===== src/rtl/core/teds_pkg.sv =====
`timescale 1ns / 1ps
package teds_pkg;

    // Header byte fields
    localparam int unsigned LenCodeBits  = 3;
    localparam int unsigned TypeCodeBits = 5;

    // Length codes that pull in extended length bytes
    localparam logic [2:0] LenCodeExt8  = 3'd6;
    localparam logic [2:0] LenCodeExt16 = 3'd7;

    // Type codes that pull in extended type bytes
    localparam logic [4:0] TypeCodeExt8  = 5'd30;
    localparam logic [4:0] TypeCodeExt16 = 5'd31;

    // Number of payload bytes packed into the element value
    localparam int unsigned ValueBytes = 8;

    // Result kinds
    localparam logic KindHeader  = 1'b0;
    localparam logic KindPayload = 1'b1;

    // Parser phases
    typedef enum logic [5:0] {
        PH_HDR  = 6'b000001,
        PH_LEN0 = 6'b000010,
        PH_LEN1 = 6'b000100,
        PH_TYP0 = 6'b001000,
        PH_TYP1 = 6'b010000,
        PH_PAY  = 6'b100000
    } t_phase;

    // One result item
    typedef struct packed {
        logic        kind;
        logic [15:0] elem_type;
        logic [15:0] elem_len;
        logic [7:0]  payload_byte;
        logic [15:0] byte_index;
        logic        element_done;
        logic [63:0] element_value;
        logic        cut_short;
    } t_result;

    // Short length codes to payload byte counts
    function automatic logic [15:0] len_from_code(input logic [2:0] code);
        logic [15:0] len;
        case (code)
            3'd0:    len = 16'd0;
            3'd1:    len = 16'd1;
            3'd2:    len = 16'd2;
            3'd3:    len = 16'd4;
            3'd4:    len = 16'd6;
            3'd5:    len = 16'd8;
            default: len = 16'd0;
        endcase
        return len;
    endfunction

endpackage


===== src/rtl/core/teds_parser.sv =====
`timescale 1ns / 1ps
module teds_parser
    import teds_pkg::*;
(
    input  logic       i_clk,
    input  logic       i_rst_n,
    input  logic       i_fire,
    input  logic [7:0] i_data_byte,
    input  logic       i_packet_last,
    output logic       o_res_valid,
    output t_result    o_res
);

    t_phase      r_phase,  n_phase;
    logic [2:0]  r_lcode,  n_lcode;
    logic [4:0]  r_tcode,  n_tcode;
    logic [15:0] r_len,    n_len;
    logic [15:0] r_type,   n_type;
    logic [15:0] r_count,  n_count;
    logic [63:0] r_acc,    n_acc;

    logic        do_after;
    logic        do_done;
    logic        pay_done;
    logic [16:0] idx_next;

    // Decode one byte against the current phase
    always_comb begin
        n_phase  = r_phase;
        n_lcode  = r_lcode;
        n_tcode  = r_tcode;
        n_len    = r_len;
        n_type   = r_type;
        n_count  = r_count;
        n_acc    = r_acc;
        do_after = 1'b0;
        do_done  = 1'b0;
        pay_done = 1'b0;
        idx_next = {1'b0, r_count} + 17'd1;

        o_res_valid         = 1'b0;
        o_res.kind          = KindHeader;
        o_res.payload_byte  = 8'd0;
        o_res.byte_index    = 16'd0;
        o_res.element_done  = 1'b0;
        o_res.element_value = 64'd0;
        o_res.cut_short     = 1'b0;

        case (r_phase)
            PH_LEN0: begin
                n_len = {8'd0, i_data_byte};
                if (r_lcode == LenCodeExt16) begin
                    n_phase = PH_LEN1;
                    if (i_packet_last) begin
                        o_res_valid     = 1'b1;
                        o_res.cut_short = 1'b1;
                        n_phase         = PH_HDR;
                    end
                end else begin
                    do_after = 1'b1;
                end
            end
            PH_LEN1: begin
                n_len    = {i_data_byte, r_len[7:0]};
                do_after = 1'b1;
            end
            PH_TYP0: begin
                n_type = {8'd0, i_data_byte};
                if (r_tcode == TypeCodeExt16) begin
                    n_phase = PH_TYP1;
                    if (i_packet_last) begin
                        o_res_valid     = 1'b1;
                        o_res.cut_short = 1'b1;
                        n_phase         = PH_HDR;
                    end
                end else begin
                    do_done = 1'b1;
                end
            end
            PH_TYP1: begin
                n_type  = {i_data_byte, r_type[7:0]};
                do_done = 1'b1;
            end
            PH_PAY: begin
                // Drop the byte into its lane of the value while inside the first eight
                for (int k = 0; k < ValueBytes; k++) begin
                    if (r_count[15:3] == 13'd0 && r_count[2:0] == 3'(k)) begin
                        n_acc[8*k +: 8] = i_data_byte;
                    end
                end
                pay_done            = idx_next >= {1'b0, r_len};
                o_res_valid         = 1'b1;
                o_res.kind          = KindPayload;
                o_res.payload_byte  = i_data_byte;
                o_res.byte_index    = r_count;
                o_res.element_done  = pay_done;
                o_res.element_value = pay_done ? n_acc : 64'd0;
                o_res.cut_short     = i_packet_last & ~pay_done;
                n_count             = idx_next[15:0];
                if (pay_done || i_packet_last) begin
                    n_phase = PH_HDR;
                end
            end
            default: begin
                // Header byte: length code on top, type code below
                n_lcode = i_data_byte[TypeCodeBits +: LenCodeBits];
                n_tcode = i_data_byte[TypeCodeBits-1:0];
                n_len   = len_from_code(n_lcode);
                n_type  = (n_tcode < TypeCodeExt8) ? {11'd0, n_tcode} : 16'd0;
                n_count = 16'd0;
                n_acc   = 64'd0;
                if (n_lcode >= LenCodeExt8) begin
                    n_phase = PH_LEN0;
                    if (i_packet_last) begin
                        o_res_valid     = 1'b1;
                        o_res.cut_short = 1'b1;
                        n_phase         = PH_HDR;
                    end
                end else begin
                    do_after = 1'b1;
                end
            end
        endcase

        // Length part finished: fetch type bytes or close the header
        if (do_after) begin
            if (n_tcode >= TypeCodeExt8) begin
                n_phase = PH_TYP0;
                if (i_packet_last) begin
                    o_res_valid     = 1'b1;
                    o_res.cut_short = 1'b1;
                    n_phase         = PH_HDR;
                end
            end else begin
                do_done = 1'b1;
            end
        end

        // Header complete: report it and open the payload if it has one and the packet goes on
        if (do_done) begin
            n_count     = 16'd0;
            n_acc       = 64'd0;
            o_res_valid = 1'b1;
            if (n_len == 16'd0) begin
                o_res.element_done = 1'b1;
                n_phase            = PH_HDR;
            end else begin
                o_res.cut_short = i_packet_last;
                n_phase         = i_packet_last ? PH_HDR : PH_PAY;
            end
        end

        o_res.elem_type = n_type;
        o_res.elem_len  = n_len;
    end

    // Advance parser state on each accepted item
    always_ff @(posedge i_clk) begin
        if (!i_rst_n) begin
            r_phase <= PH_HDR;
            r_lcode <= '0;
            r_tcode <= '0;
            r_len   <= '0;
            r_type  <= '0;
            r_count <= '0;
            r_acc   <= '0;
        end else if (i_fire) begin
            r_phase <= n_phase;
            r_lcode <= n_lcode;
            r_tcode <= n_tcode;
            r_len   <= n_len;
            r_type  <= n_type;
            r_count <= n_count;
            r_acc   <= n_acc;
        end
    end

endmodule


===== src/rtl/core/typed_element_stream_deframer_core.sv =====
`timescale 1ns / 1ps
// Typed element stream deframer.
// Input channel: one packet byte per item on i_data_byte, with i_packet_last
// marking the final byte of a packet; taken when i_in_valid is high and
// o_in_stall is low.
// Output channel: at most one result item per input item, presented on
// o_out_valid and taken when i_out_stall is low. Header results carry the
// decoded type and length; payload results carry the byte, its index, and
// on the element's last byte the little-endian value of its first eight
// bytes. Extended length or type bytes that do not finish a header give no
// result unless the packet ends on them.
// Results are registered in the output register, or in the skid entry when it is full.
// Throughput: one byte per cycle while o_in_stall is low; the parser state updates in a single pass.
// Stall: an output register plus one skid entry hold results; o_in_stall
// rises only when both are full, so input keeps flowing while only the
// output register is full.
// Reset: synchronous, active low; the parser expects a header byte and all
// held results are dropped.
module typed_element_stream_deframer_core
    import teds_pkg::*;
(
    input  logic        i_clk,
    input  logic        i_rst_n,
    input  logic        i_in_valid,
    output logic        o_in_stall,
    input  logic [7:0]  i_data_byte,
    input  logic        i_packet_last,
    output logic        o_out_valid,
    input  logic        i_out_stall,
    output logic        o_kind,
    output logic [15:0] o_elem_type,
    output logic [15:0] o_elem_len,
    output logic [7:0]  o_payload_byte,
    output logic [15:0] o_byte_index,
    output logic        o_element_done,
    output logic [63:0] o_element_value,
    output logic        o_cut_short
);

    logic    in_fire;
    logic    out_fire;
    logic    res_valid;
    t_result res;

    logic    r_out_valid;
    logic    r_skid_valid;
    t_result r_out;
    t_result r_skid;

    assign o_in_stall = r_skid_valid;
    assign in_fire    = i_in_valid & ~r_skid_valid;
    assign out_fire   = r_out_valid & ~i_out_stall;

    teds_parser u_parser (
        .i_clk         (i_clk),
        .i_rst_n       (i_rst_n),
        .i_fire        (in_fire),
        .i_data_byte   (i_data_byte),
        .i_packet_last (i_packet_last),
        .o_res_valid   (res_valid),
        .o_res         (res)
    );

    // Hold results in the output register, overflow into the skid entry
    always_ff @(posedge i_clk) begin
        if (!i_rst_n) begin
            r_out_valid  <= 1'b0;
            r_skid_valid <= 1'b0;
        end else begin
            if (r_skid_valid) begin
                if (out_fire || !r_out_valid) begin
                    r_out_valid  <= 1'b1;
                    r_skid_valid <= 1'b0;
                end
            end else if (in_fire && res_valid) begin
                if (out_fire || !r_out_valid) begin
                    r_out_valid <= 1'b1;
                end else begin
                    r_skid_valid <= 1'b1;
                end
            end else if (out_fire) begin
                r_out_valid <= 1'b0;
            end
        end
    end

    // Move payload alongside the valid bits
    always_ff @(posedge i_clk) begin
        if (r_skid_valid) begin
            if (out_fire || !r_out_valid) begin
                r_out <= r_skid;
            end
        end else if (in_fire && res_valid) begin
            if (out_fire || !r_out_valid) begin
                r_out <= res;
            end else begin
                r_skid <= res;
            end
        end
    end

    assign o_out_valid     = r_out_valid;
    assign o_kind          = r_out.kind;
    assign o_elem_type     = r_out.elem_type;
    assign o_elem_len      = r_out.elem_len;
    assign o_payload_byte  = r_out.payload_byte;
    assign o_byte_index    = r_out.byte_index;
    assign o_element_done  = r_out.element_done;
    assign o_element_value = r_out.element_value;
    assign o_cut_short     = r_out.cut_short;

endmodule


===== config.mk =====
export PLATFORM = sky130hd
export DESIGN_NAME = typed_element_stream_deframer_core
export DESIGN_NICKNAME = d
export VERILOG_FILES = /design/src/rtl/core/teds_pkg.sv /design/src/rtl/core/teds_parser.sv /design/src/rtl/core/typed_element_stream_deframer_core.sv
export SDC_FILE = /design/constraint.sdc
export NUM_CORES = 1
export LEC_CHECK = 0
export ABC_CLOCK_PERIOD_IN_PS = 25200
export BUFFER_PORTS_ARGS = -buffer_cell sky130_fd_sc_hd__clkbuf_2
export CAP_MARGIN = 20
export CORE_MARGIN = 3
export CORE_UTILIZATION = 25
export CTS_CLUSTER_SIZE = 20
export DETAILED_ROUTE_END_ITERATION = 6
export GPL_TIMING_DRIVEN = 0
export RECOVER_POWER = 100
export SYNTH_ARGS = -nofsm -noshare
export SYNTH_HDL_FRONTEND = slang
export SYNTH_SLANG_ARGS = --single-unit

===== constraint.sdc =====
create_clock -name i_clk -period 25.2 [get_ports i_clk]
set_clock_uncertainty 0.15 [all_clocks]
set_input_delay 5.04 -clock i_clk [delete_from_list [all_inputs] [get_ports i_clk]]
set_output_delay 5.04 -clock i_clk [all_outputs]
set_load 0.01 [all_outputs]

[After elaboration in Yosys (flattened, before gate mapping)]
Index checks and enable logic that the tools add are counted.
Operators by class
  reductions and logical operators: 26
  bitwise gates (word level): 8
  order comparisons: 4
  mux-type cells: 69
  add/subtract/negate cells: 1
  equality and inequality tests: 20
Operator list (number)
  $mux 123: 4
  $mux 64: 2
  $pmux 64 s2: 1
  $pmux 16 s3: 2
  $mux 89: 1
  $mux 8: 8
  $mux 6: 9
  $pmux 16 s2: 1
  $mux 1: 28
  $pmux 6 s4: 1
  $eq 3x3->1 const B: 7
  $pmux 4 s5: 1
  $add 16x1->17 const B: 1
  $ge 17x16->1: 1
  $logic_not 16->1: 1
  $mux 16: 1
  $mux 5: 3
  $logic_not 13->1: 1
  $eq 3x2->1 const B: 4
  $logic_and 1x1->1: 9
  $pmux 1 s4: 2
  $eq 3x1->1 const B: 2
  $eq 6x2->1 const B: 1
  $eq 6x3->1 const B: 1
  other kinds (26): 36
Word-level totals
  bits of input ports: 13
  output and inout bits: 125
  register bits after elaboration: 374
  word-level logic and storage cells: 153

[Logic depth before layout (Yosys ltp)]
Gate-level depths: netlist of run 1.
  depth after elaboration: 13
  gate-level depth with buffers: 17
  gate-level depth less buffers: 14

[By module]
Synthesis of run 1 repeated with hierarchy kept, for this count alone.
Second synthesis, totals
  cell total of the unflattened synthesis: 1358
  area, all modules: 16548.4 um2
Modules (own cells, without submodules)
  typed_element_stream_deframer_core: seq. area each 7427.1 um2, cells an instance 392, area an instance 9206.3 um2, instances 1
  teds_parser: seq. area each 2522.4 um2, cells an instance 966, area an instance 7342.0 um2, instances 1

[Worst setup path after synthesis of run 1]
Ideal clock, no wire load.
  path type: input to register
  from: input i_in_valid
  to: register r_skid[0] in the netlist's numbering (enable)
  arrival time: 14.630 ns
  buffers on the path: 3
  stages: 5
  data required time: 24.269 ns
  setup slack: 9.639 ns
  setup time: 0.781 ns
  cells stage by stage: nand2b_1 -> clkbuf_1 -> clkbuf_1 -> clkbuf_1 -> nor3b_1
Between the ends
  longest elaborated chain between the ends: 3
Ends and longest elaborated chain
  from (decl): line typed_element_stream_deframer_core.sv:24  | input logic i_in_valid,
  $and 1x1->1: line typed_element_stream_deframer_core.sv:51  | assign in_fire = i_in_valid & ~r_skid_valid;
  $logic_and 1x1->1: line typed_element_stream_deframer_core.sv:93  | end else if (in_fire && res_valid) begin
  $reduce_and 3->1 (no line)
  to (signal assigned): line typed_element_stream_deframer_core.sv:97  | r_skid <= res;
  to (decl): line typed_element_stream_deframer_core.sv:48  | t_result r_skid;
No other way between the ends.
A chain may end at the register's enable or synchronous reset.

[Worst setup path after layout of run 1]
  from: input i_data_byte[7]
  to: register r_out, in the netlist o_element_value[40] (enable)
Between the ends
  longest elaborated chain between the ends: 10
  elaborated cells between the ends (all ways): 13
  classes of those cells: 1 x order compare; 9 x mux; 3 x reduce/logical
Ends and longest elaborated chain
  from (decl): line typed_element_stream_deframer_core.sv:26  | input logic [7:0] i_data_byte,
  $ge 3x3->1 *: line teds_parser.sv:112  | if (n_lcode >= LenCodeExt8) begin
  $mux 1: line teds_parser.sv:112
  $pmux 1 s4: line teds_parser.sv:49  | case (r_phase)
  $mux 1: line teds_parser.sv:129  | if (i_packet_last) begin
  $mux 1: line teds_parser.sv:127  | if (n_tcode >= TypeCodeExt8) begin
  $mux 1: line teds_parser.sv:126  | if (do_after) begin
  $mux 1 *: line teds_parser.sv:140  | if (do_done) begin
  $logic_and 1x1->1 *: line typed_element_stream_deframer_core.sv:93
  $reduce_bool 2->1 (no line) *
  $reduce_and 2->1 (no line) *
  to (signal assigned): line typed_element_stream_deframer_core.sv:91  | r_out <= r_skid;
  to (signal assigned): line typed_element_stream_deframer_core.sv:95  | r_out <= res;
  to (decl): line typed_element_stream_deframer_core.sv:47  | t_result r_out;
Every way passes the cells marked *; elsewhere a longest branch is shown, timed or not.

==> flow_summary_export.csv, run 1 <==
group,metric,value,unit
cells_and_area,nets,1649,
cts,clock_sinks,374,
die,die_area,0.0691,sq mm
detailed_routing,drtIter0Drc,1135,
detailed_routing,vias,12037,
yosys,synth.avg_cell_area,11.6,sq um
hold_path,whs_path_depth,2,
critical_path,timing.rr.end,"o_element_value[40]$_DFFE_PP_",
die,row_count,93,
detailed_routing,routed_wl,47.4,mm
cells_and_area,drive_above_1_share,7.54,%
detailed_routing,drcViolationCount,0,
cts,cts_setup_buffers,0,
detailed_routing,via_per_inst,4.81,
hold_path,hp-start,"u_parser.r_type[0]$_SDFFE_PN0P_",
yosys,async_flop_share,0,%
timing,rsz0062_at_grt,"no",
critical_path,reg2reg_setup_slack,18.01,ns
die,core,0.0649,sq mm
placement,place_congestion,0.882,
cells_and_area,final_cells,2501,
yosys,synth_edf_count,246,
timing,setup_slack,15.07,ns
pwr,p_total,1.33,mW
timing,finalSetupTns,0,ns
cts,clkLatencyLatePin,0.55,ns
timing,tightest_slew,1.75,ns
placement,dp_cells,2426,
cts,clk_pin_slew_worst_paths,0.06,ns
cts,cts_hold_buf,0,
timing,post-route-min-period,10.13,ns
die,start_util,25.4,%
global_route,antenna_found_initial,3,
placement,port_buffers,132,
pwr,leakagePower,6.79,nW
timing,slew_viol_final,65,
yosys,yosysUniqueCellTypes,66,
yosys,yosysTopAreaCell,"edfxtp_1",
yosys,syn_nets,1459,
global_route,grt_util_met2,22.5,%
status,status,"complete, but fails checks",
critical_path,path_class,"primary input to register",
cells_and_area,syn_to_final_growth,17.3,%
critical_path,cp-start-kind,"primary input",
yosys,synth_most_common_cell,"edfxtp_1",
critical_path,regToRegStartpoint,"o_in_stall$_SDFF_PN0_",
global_route,grt_usage,13.2,%
timing,hold_viol_final,0,
yosys,synth_top_area_share,44.8,%
yosys,seq_area_frac_synth,60.3,%
die,io_pins,138,
global_route,met1_usage,16.2,%
cts,htreeDepth,2,
critical_path,cp_max_fo,33,
global_route,grt.overflow.total,0,
critical_path,cp.required,25.18,ns
global_route,grt_pass1_vias,12047,
placement,pre_cts_ws,17.18,ns
yosys,synth_area,0.0165,sq mm
pwr,irDropWorstVdd,0.0396,mV
die,die_h,263,microns
timing,fmax,0.0987,GHz
placement,dp_hpwl,34.1,mm
pwr,p_per_area,68.8,mW/mm^2
yosys,synthFlopType,"edfxtp_1",
cts,cts_tree,"yes",
yosys,syn_inst,1423,
timing,setup_viol,0,
die,die_w,263,microns
timing,slew_headroom,-16.5,%
global_route,grt_pass1_wl,72.3,mm
cts,ctsResizeCount,0,
yosys,synthTopCellsByArea,"edfxtp_1 (45%), dfxtp_1 (16%), nand2_1 (4.9%), mux2i_1 (3.9%), mux2_2 (3.5%)",
cts,root_buffer,"clkbuf_16",
cts,numCtsBuffers,39,
critical_path,arrival,10.11,ns
yosys,ys_seq_elements,374,
hold_path,hp-class,"register to register",
yosys,yosysWarnings,0,
cts,clockBufferDepth,3,
detailed_routing,wire_per_inst,19.0,microns
critical_path,end_kind,"register",
timing,finalCritPeriodShare,40.2,%
global_route,grt_max_degree,34,
detailed_routing,antenna_left,0,
critical_path,rr_worst_depth,8,
detailed_routing,drt_first_pass_iters,6,
run,drv_cap,2,
global_route,globalRouteMet3Util,2.80,%
global_route,top_usage_layer,"met2",
status,failed_checks,"capacitance limit, slew limit",
yosys,ys_top_cells_by_count,"edfxtp_1 (246), nand2_1 (216), dfxtp_1 (128)",
hold_path,holdPathEnd,"u_parser.r_type[0]$_SDFFE_PN0P_",
-- power by group --
| part | switching [mW] | internal, mW |
|---|---|---|
| Sequential | 0.00777 | 0.673 |
| Clock | 0.241 | 0.330 |
| Combinational | 0.0594 | 0.0199 |
-- logic make-up (layout without fill, tap and decap cells) --
kind of cell               after synthesis  count (layout)  share of synthesized area [%]
DFF                                    374             374                           60.3
and+or+nand+nor                        462             462                           12.6
AOI/OAI and AO/OA                      287             287                           13.6
muxes                                  116             116                           7.43
other                                    0               2                              0
xor gates and xnor gates                15              15                          0.796
adders and majority gates               23              23                           1.74
buffers and inverters                  146             367                           3.62
-- critical path: stages --
cell	delay (ns)
clkbuf_1	0.14
ha_1	0.30
a211oi_1	0.38
a21o_1	0.24
a21oi_1	0.14
a21oi_1	1.02
clkbuf_1	0.71
clkbuf_1	0.76
clkbuf_1	1.32
-- placed cells by master, fill, tap and decap left out, types with 19 or more instances in the layout --
master,instances
o21ai_0,22
inv_1,30
o32ai_1,64
a21boi_0,22
nor2_1,121
edfxtp_1,246
o31ai_1,69
nand3_1,24
clkbuf_16,41
dfxtp_1,128
mux2i_1,64
ha_1,23
and2_0,19
nand2_1,216
clkbuf_1,262
a21oi_1,27
mux2_2,50
a22o_1,30
-- stage by stage --
step | hold slack, ns | area [sq um] | utilization [%]
floorplan | 0.293 | 16500 | -
global placement | 0.302 | 18200 | 28.1
detailed placement | 0.312 | 18500 | 28.5
CTS | 0.318 | 19800 | 30.4
global route | 0.347 | 19400 | 29.8
finish | 0.321 | 19400 | 29.8
-- worst max-delay path by stage --
stage                               from                       endpoint  cells after the start
after global routing      i_data_byte[7]  o_element_value[25]$_DFFE_PP_                      9
final                     i_data_byte[7]  o_element_value[40]$_DFFE_PP_                      9
after global placement        i_in_valid           r_skid[40]$_DFFE_PP_                      6
after floorplan               i_in_valid            r_skid[0]$_DFFE_PP_                      5
after CTS                     i_in_valid           r_skid[51]$_DFFE_PP_                     11
after detailed placement      i_in_valid           r_skid[40]$_DFFE_PP_                     11
-- final cells by class --
class / count / area [sq um]
multi-input cells: 903 / 5920
clock inverters: 16 / 153
clock buffers: 56 / 1110
fillers: 6694 / 45600
inverters: 31 / 116
diodes: 2 / 5.00
plain buffers: 115 / 463
flip-flops and latches: 374 / 9950
repair buffers: 149 / 563
well taps: 855 / 1070
-- metal layers --
layer	vias up	routed length [microns]
li1	5664	-
met1	5888	20100
met2	366	22900
met3	117	2650
met4	2	1750
met5	-	17
-- registers in the layout (all words and copies together), names as in the netlist, 3 cells and up --
register and count:
o_element_value 64, u_parser.r_count 16, o_elem_type 16, u_parser.r_lcode 3, r_skid 123, u_parser.r_len 16
o_byte_index 16, u_parser.r_tcode 5, u_parser.r_acc 64, u_parser.r_type 16, o_payload_byte 8, o_elem_len 16
u_parser.r_phase 6
Power figures use the tool's default switching activity.
==> run 2: changes to the inputs <==
--- a/config.mk
+++ b/config.mk
@@ -5,7 +5,7 @@
 export SDC_FILE = /design/constraint.sdc
 export NUM_CORES = 1
 export LEC_CHECK = 0
-export ABC_CLOCK_PERIOD_IN_PS = 25200
+export ABC_CLOCK_PERIOD_IN_PS = 9000
 export BUFFER_PORTS_ARGS = -buffer_cell sky130_fd_sc_hd__clkbuf_2
 export CAP_MARGIN = 20
 export CORE_MARGIN = 3
==> constraint.sdc (replaced) <==
create_clock -name i_clk -period 9 [get_ports i_clk]
set_clock_uncertainty 0.15 [all_clocks]
set_input_delay 1.8 -clock i_clk [delete_from_list [all_inputs] [get_ports i_clk]]
set_output_delay 1.8 -clock i_clk [all_outputs]
set_load 0.01 [all_outputs]
==> run 2 against run 1 <==
Net effect: the run still ends with capacitance limit, slew limit left; flip-flop and latch count did not move; worst hold slack lost 0.0026 ns; final cell count down 0.44%; die area stayed put; total power grew to 2.7 times the previous value; global-route usage about the same; register-to-register slack worse by 15 ns; first-iteration DRC count decreased by 9.8%; critical endpoint is now r_skid[31]$_DFFE_PP_; largest cell class unchanged.
==> flow_summary_export.csv, run 2 (synthesis gave the netlist of run 1 again) <==
group,metric,value,unit
cts,cts_tree,"yes",
timing,fmax,0.156,GHz
status,failed_checks,"capacitance limit, slew limit",
global_route,grt.overflow.total,0,
cells_and_area,largest-register,"r_skid",
pwr,irDropWorstVdd,0.110,mV
detailed_routing,via_per_inst,4.86,
detailed_routing,routed_wl,47.4,mm
cells_and_area,fin_util,29.7,%
hold_path,whs_path_depth,2,
critical_path,regToRegStartpoint,"u_parser.r_phase[0]$_SDFFE_PN1P_",
timing,finalSetupTns,0,ns
timing,slew_headroom,-24.5,%
critical_path,cp-start-kind,"primary input",
hold_path,hp-class,"register to register",
timing,finalCritPeriodShare,71.0,%
timing,post-route-min-period,6.39,ns
critical_path,path_class,"primary input to register",
cells_and_area,mostFrequentLayoutCell,"clkbuf_1",
critical_path,end_kind,"register",
pwr,p_total,3.65,mW
die,die_area,0.0691,sq mm
cts,clockBufferDepth,3,
timing,slew_viol_final,70,
timing,hold_viol_final,0,
pwr,swShare,23.3,%
timing,setup_slack,2.61,ns
status,status,"complete, but fails checks",
cts,clkLatencyLatePin,0.54,ns
placement,pre_cts_ws,4.05,ns
die,die_h,263,microns
die,row_count,93,
cts,clk_pin_slew_worst_paths,0.06,ns
global_route,grt_pass1_wl,72.4,mm
cts,clock_sinks,374,
timing,tightest_slew,1.87,ns
timing,rsz0062_at_grt,"no",
hold_path,hp-start,"u_parser.r_type[2]$_SDFFE_PN0P_",
cells_and_area,largest_reg_flops,123,
cts,numCtsBuffers,37,
pwr,leakagePower,6.74,nW
cts,ctsResizeCount,0,
cells_and_area,syn_to_final_growth,16.7,%
die,core,0.0649,sq mm
detailed_routing,drcViolationCount,0,
placement,dp_hpwl,33.8,mm
global_route,grt_usage,13.1,%
hold_path,holdPathEnd,"u_parser.r_type[2]$_SDFFE_PN0P_",
die,die_w,263,microns
run,drv_cap,4,
critical_path,timing.rr.end,"r_skid[31]$_DFFE_PP_",
detailed_routing,dr_wl_met2,22.8,mm
detailed_routing,antenna_left,0,
cts,root_buffer,"clkbuf_16",
detailed_routing,wire_per_inst,19.0,microns
pwr,p_int,2.80,mW
cells_and_area,nets,1641,
timing,setup_viol,0,
detailed_routing,vias,12099,
detailed_routing,drt_first_pass_iters,5,
critical_path,cp_max_fo,20,
cts,htreeDepth,2,
pwr,p_clk_share,41.8,%
global_route,grt_pass1_vias,12109,
cells_and_area,final_cell_mix,"clkbuf_1 (257), edfxtp_1 (246), nand2_1 (216), dfxtp_1 (128), nor2_1 (121)",
critical_path,arrival,6.38,ns
cts,cts_hold_buf,0,
cts,cts_setup_buffers,0,
critical_path,reg2reg_setup_slack,2.74,ns
die,io_pins,138,
cells_and_area,final_cells,2490,
pwr,p_per_area,190,mW/mm^2
critical_path,rr_worst_depth,10,
detailed_routing,drtIter0Drc,1024,
detailed_routing,top_layer,"met5",
detailed_routing,m1WireLength,19.7,mm
critical_path,cp.required,8.99,ns
pwr,p_switching,853,uW
cells_and_area,drive_above_1_share,7.28,%
pwr,seqPwrFrac,52.1,%
detailed_routing,wl_met3,3.02,mm
placement,dp_cells,2420,
placement,place_congestion,0.868,
placement,port_buffers,132,
pwr,p_comb_share,6.1,%
global_route,grt_max_degree,32,
die,start_util,25.4,%
global_route,antenna_found_initial,3,
==> run 2: how the worst max path moves through the flow <==
stage / from / slack, ns / to
after floorplan: i_in_valid / 1.10 / r_skid[0]$_DFFE_PP_
after global placement: i_in_valid / -1.65 / r_skid[41]$_DFFE_PP_
after detailed placement: u_parser.r_count[4]$_SDFFE_PN0P_ / 4.05 / o_element_value[62]$_DFFE_PP_
after CTS: u_parser.r_count[4]$_SDFFE_PN0P_ / 4.03 / o_element_value[62]$_DFFE_PP_
after global routing: i_in_valid / 2.21 / r_skid[60]$_DFFE_PP_
final: i_in_valid / 2.61 / r_skid[31]$_DFFE_PP_
==> run 2: power by group through the flow <==
stage / registers [mW] / clock network, mW / logic, mW
global route: 1.91 / 1.62 / 0.243
floorplan: 1.96 / 0 / 0.113
CTS: 1.90 / 1.56 / 0.246
global placement: 1.95 / 0 / 0.228
finish: 1.90 / 1.53 / 0.223
detailed placement: 1.94 / 0 / 0.245
==> run 2: layer usage <==
layer / track usage (%) / up-vias
met1: 16.1 / 5932
li1: - / 5653
met4: 5.30 / 4
met2: 22.5 / 395
met5: 0 / -
met3: 2.91 / 115
==> run 2: metrics by stage <==
step / hold slack (ns) / cell area [sq um]
2_1_floorplan: 0.293 / 16500
3_3_place_gp: 0.302 / 18200
3_5_place_dp: 0.308 / 18500
4_1_cts: 0.317 / 19600
5_1_grt: 0.331 / 19200
6_report: 0.318 / 19300
==> run 2: worst max-delay path, stage by stage <==
cell and delay (ns):
clkbuf_1 0.20, nand2b_1 0.08, clkbuf_1 0.25, clkbuf_1 0.34
clkbuf_1 0.32, nor3b_1 1.43, clkbuf_1 1.01, clkbuf_1 0.93
==> run 2: layout make-up <==
type	count	area, sq um
Antenna cell	1	2.50
Buffer	115	462
Clock buffer	53	1030
Clock inverter	15	138
Fill cell	6735	45700
Inverter	31	116
Multi-Input combinational cell	903	5910
Sequential cell	374	9950
Tap cell	855	1070
Timing Repair Buffer	143	572
==> run 3: changes to the inputs <==
--- a/config.mk
+++ b/config.mk
@@ -5,7 +5,8 @@
 export SDC_FILE = /design/constraint.sdc
 export NUM_CORES = 1
 export LEC_CHECK = 0
-export ABC_CLOCK_PERIOD_IN_PS = 9000
+export ABC_AREA = 1
+export ABC_CLOCK_PERIOD_IN_PS = 5900
 export BUFFER_PORTS_ARGS = -buffer_cell sky130_fd_sc_hd__clkbuf_2
 export CAP_MARGIN = 20
 export CORE_MARGIN = 3
==> constraint.sdc (replaced) <==
create_clock -name i_clk -period 5.9 [get_ports i_clk]
set_clock_uncertainty 0.15 [all_clocks]
set_input_delay 1.18 -clock i_clk [delete_from_list [all_inputs] [get_ports i_clk]]
set_output_delay 1.18 -clock i_clk [all_outputs]
set_load 0.01 [all_outputs]
==> run 3 against run 2 <==
Net effect: the flow now finishes without violations; synthesized cell count grew 38%; combinational power grew to 2.9 times the previous value; utilization grew 0.27 points; non-clock buffer count grew 5; routed wire length grew 8.5%; critical endpoint is now o_kind$_DFFE_PP_; largest power group unchanged.
==> flow_summary_export.csv, run 3 <==
group,metric,value,unit
status,status,"finished, final reports clean",
detailed_routing,wl_met3,3.70,mm
placement,port_buffers,137,
cells_and_area,fin_area,0.0203,sq mm
cts,clock_sinks,374,
global_route,grt.overflow.total,0,
die,core,0.0679,sq mm
yosys,synth_top_area_share,42.7,%
yosys,ys_top_cells_by_count,"nand2_1 (585), edfxtp_1 (246), nor2_1 (221)",
cells_and_area,multiInputGateArea,0.00616,sq mm
critical_path,cp.required,5.94,ns
critical_path,crit_slowest_cell,"a21oi_4",
cells_and_area,layout.area.seq,0.00995,sq mm
cts,cts_setup_buffers,0,
yosys,yosysUniqueCellTypes,41,
timing,holdWs,0.319,ns
cts,cts_hold_buf,0,
detailed_routing,m1WireLength,22.5,mm
die,die_h,269,microns
detailed_routing,vias,13840,
yosys,syn_inst,1965,
global_route,grt_usage,13.7,%
critical_path,cp_max_fo,28,
critical_path,arrival,4.96,ns
placement,place_congestion,0.912,
yosys,synth_edf_count,246,
yosys,yosysTopAreaCell,"edfxtp_1",
pwr,leakagePower,8.11,nW
cells_and_area,final_cell_mix,"nand2_1 (587), edfxtp_1 (246), clkbuf_1 (239), nor2_1 (225), a21oi_1 (156)",
placement,pre_cts_ws,1.41,ns
timing,post-route-min-period,4.92,ns
detailed_routing,drt_first_pass_iters,5,
timing,fmax,0.203,GHz
timing,slew_viol_final,0,
cts,clk_pin_slew_worst_paths,0.06,ns
cts,numCtsBuffers,40,
die,start_util,25.5,%
yosys,syn_nets,2001,
yosys,synthTopCellsByArea,"edfxtp_1 (43%), dfxtp_1 (15%), nand2_1 (13%), nor2_1 (4.8%), a21oi_1 (4.5%)",
cts,htreeDepth,2,
detailed_routing,dr_wl_met2,23.6,mm
yosys,synth_most_common_cell,"nand2_1",
die,row_count,95,
pwr,irDropWorstVdd,0.164,mV
placement,dp_hpwl,35.7,mm
critical_path,cp_slowest_stage_delay,0.76,ns
hold_path,hp-class,"register to register",
cells_and_area,drive_above_1_share,5.64,%
yosys,ys_seq_elements,374,
timing,finalCritPeriodShare,83.3,%
critical_path,cp-start-kind,"register",
cells_and_area,mostFrequentLayoutCell,"nand2_1",
yosys,synth.avg_cell_area,8.81,sq um
detailed_routing,routed_wl,51.4,mm
cts,cts_tree,"yes",
detailed_routing,via_per_inst,4.45,
pwr,p_per_area,310,mW/mm^2
die,die_w,269,microns
yosys,seq_area_frac_synth,57.5,%
cts,clkLatencyLatePin,0.57,ns
timing,tightest_slew,1.31,ns
die,io_pins,138,
cts,clockBufferDepth,3,
placement,placed_area,0.0193,sq mm
detailed_routing,wire_per_inst,16.5,microns
detailed_routing,drcViolationCount,0,
global_route,antenna_found_initial,9,
die,die_area,0.0724,sq mm
critical_path,end_kind,"register",
global_route,grt_pass1_vias,13235,
detailed_routing,top_layer,"met5",
yosys,synth_area,0.0173,sq mm
cts,ctsResizeCount,0,
timing,setup_viol,0,
yosys,yosysWarnings,0,
global_route,grt_max_degree,94,
cells_and_area,n_fill_cell,7195,
cts,root_buffer,"clkbuf_16",
cells_and_area,largest-register,"r_skid",
critical_path,path_cells,"nor2_4 > nand3_1 > clkbuf_1 > nand3_1 > nor2_1 > nand2_1 > nand2_1 > nand2_1 > nor2_1 > nand3_1 > nand3_1 > nand2_1 > a21oi_4 > clkbuf_2",
cells_and_area,syn_to_final_growth,17.3,%
global_route,grt_pass1_wl,78.5,mm
timing,rsz0062_at_grt,"no",
detailed_routing,antenna_left,0,
run,drv_cap,0,
yosys,synthFlopType,"edfxtp_1",
cells_and_area,nets,2186,
timing,hold_viol_final,0,
yosys,async_flop_share,0,%
detailed_routing,drtIter0Drc,1180,
cells_and_area,largest_reg_flops,123,
critical_path,path_class,"register to register",
timing,setup_slack,0.982,ns
timing,slew_headroom,11.6,%
-- run 3: power breakdown --
group	switching (mW)	internal, mW
Sequential	0.0618	2.96
Clock	1.07	1.56
Combinational	0.472	0.177
-- run 3: final timing paths --
path,startpoint,to,slack (ns),depth (start not counted)
hold / removal,u_parser.r_tcode[2]$_SDFFE_PN0P_,u_parser.r_tcode[2]$_SDFFE_PN0P_,0.32,2
setup reg to reg,u_parser.r_phase[0]$_SDFFE_PN1P_,o_kind$_DFFE_PP_,0.98,14
setup / recovery,u_parser.r_phase[0]$_SDFFE_PN1P_,o_kind$_DFFE_PP_,0.98,14
hold reg to reg,u_parser.r_tcode[2]$_SDFFE_PN0P_,u_parser.r_tcode[2]$_SDFFE_PN0P_,0.32,2
-- run 3: area by class of cell --
| cell class | instances | share of cell area (%) |
|---|---|---|
| well taps | 921 | 5.67 |
| clock buffers | 54 | 5.34 |
| inverters | 155 | 2.89 |
| multi-input cells | 1316 | 30.3 |
| flip-flops and latches | 374 | 49.0 |
| plain buffers | 120 | 2.38 |
| repair buffers | 143 | 3.09 |
| diodes | 6 | 0.0739 |
| clock inverters | 20 | 1.26 |
-- run 3: metrics by stage --
step	utilization, %	std cells	total power [mW]	TNS [ns]
2_1_floorplan	-	1965	3.48	0
3_3_place_gp	28.2	3023	3.75	-263.02
3_5_place_dp	28.4	3029	3.76	0
4_1_cts	30.4	3103	6.41	0
5_1_grt	29.9	3104	6.56	0
6_report	29.9	3109	6.30	0
-- run 3: worst max-delay path, delay by kind of cell (launching register included) --
kind,cells,cell delay [ns]
buffers and inverters,2,1.15
AND/OR/NAND/NOR,11,2.00
flip-flops,1,0.46
AO/OA/AOI/OAI,1,0.76
-- run 3: kinds of logic after synthesis --
family                     share of synthesized area (%)
AOI/OAI and AO/OA                                   10.2
xor gates and xnor gates                           0.557
adders and majority gates                           1.66
buffers and inverters                               6.63
DFF                                                 57.5
and+or+nand+nor                                     23.4
-- run 3: layer usage --
metal,GRT usage [%],vias up
met2,22.2,419
met4,4.71,8
met3,3.36,89
li1,-,6907
met5,0,-
met1,17.9,6417
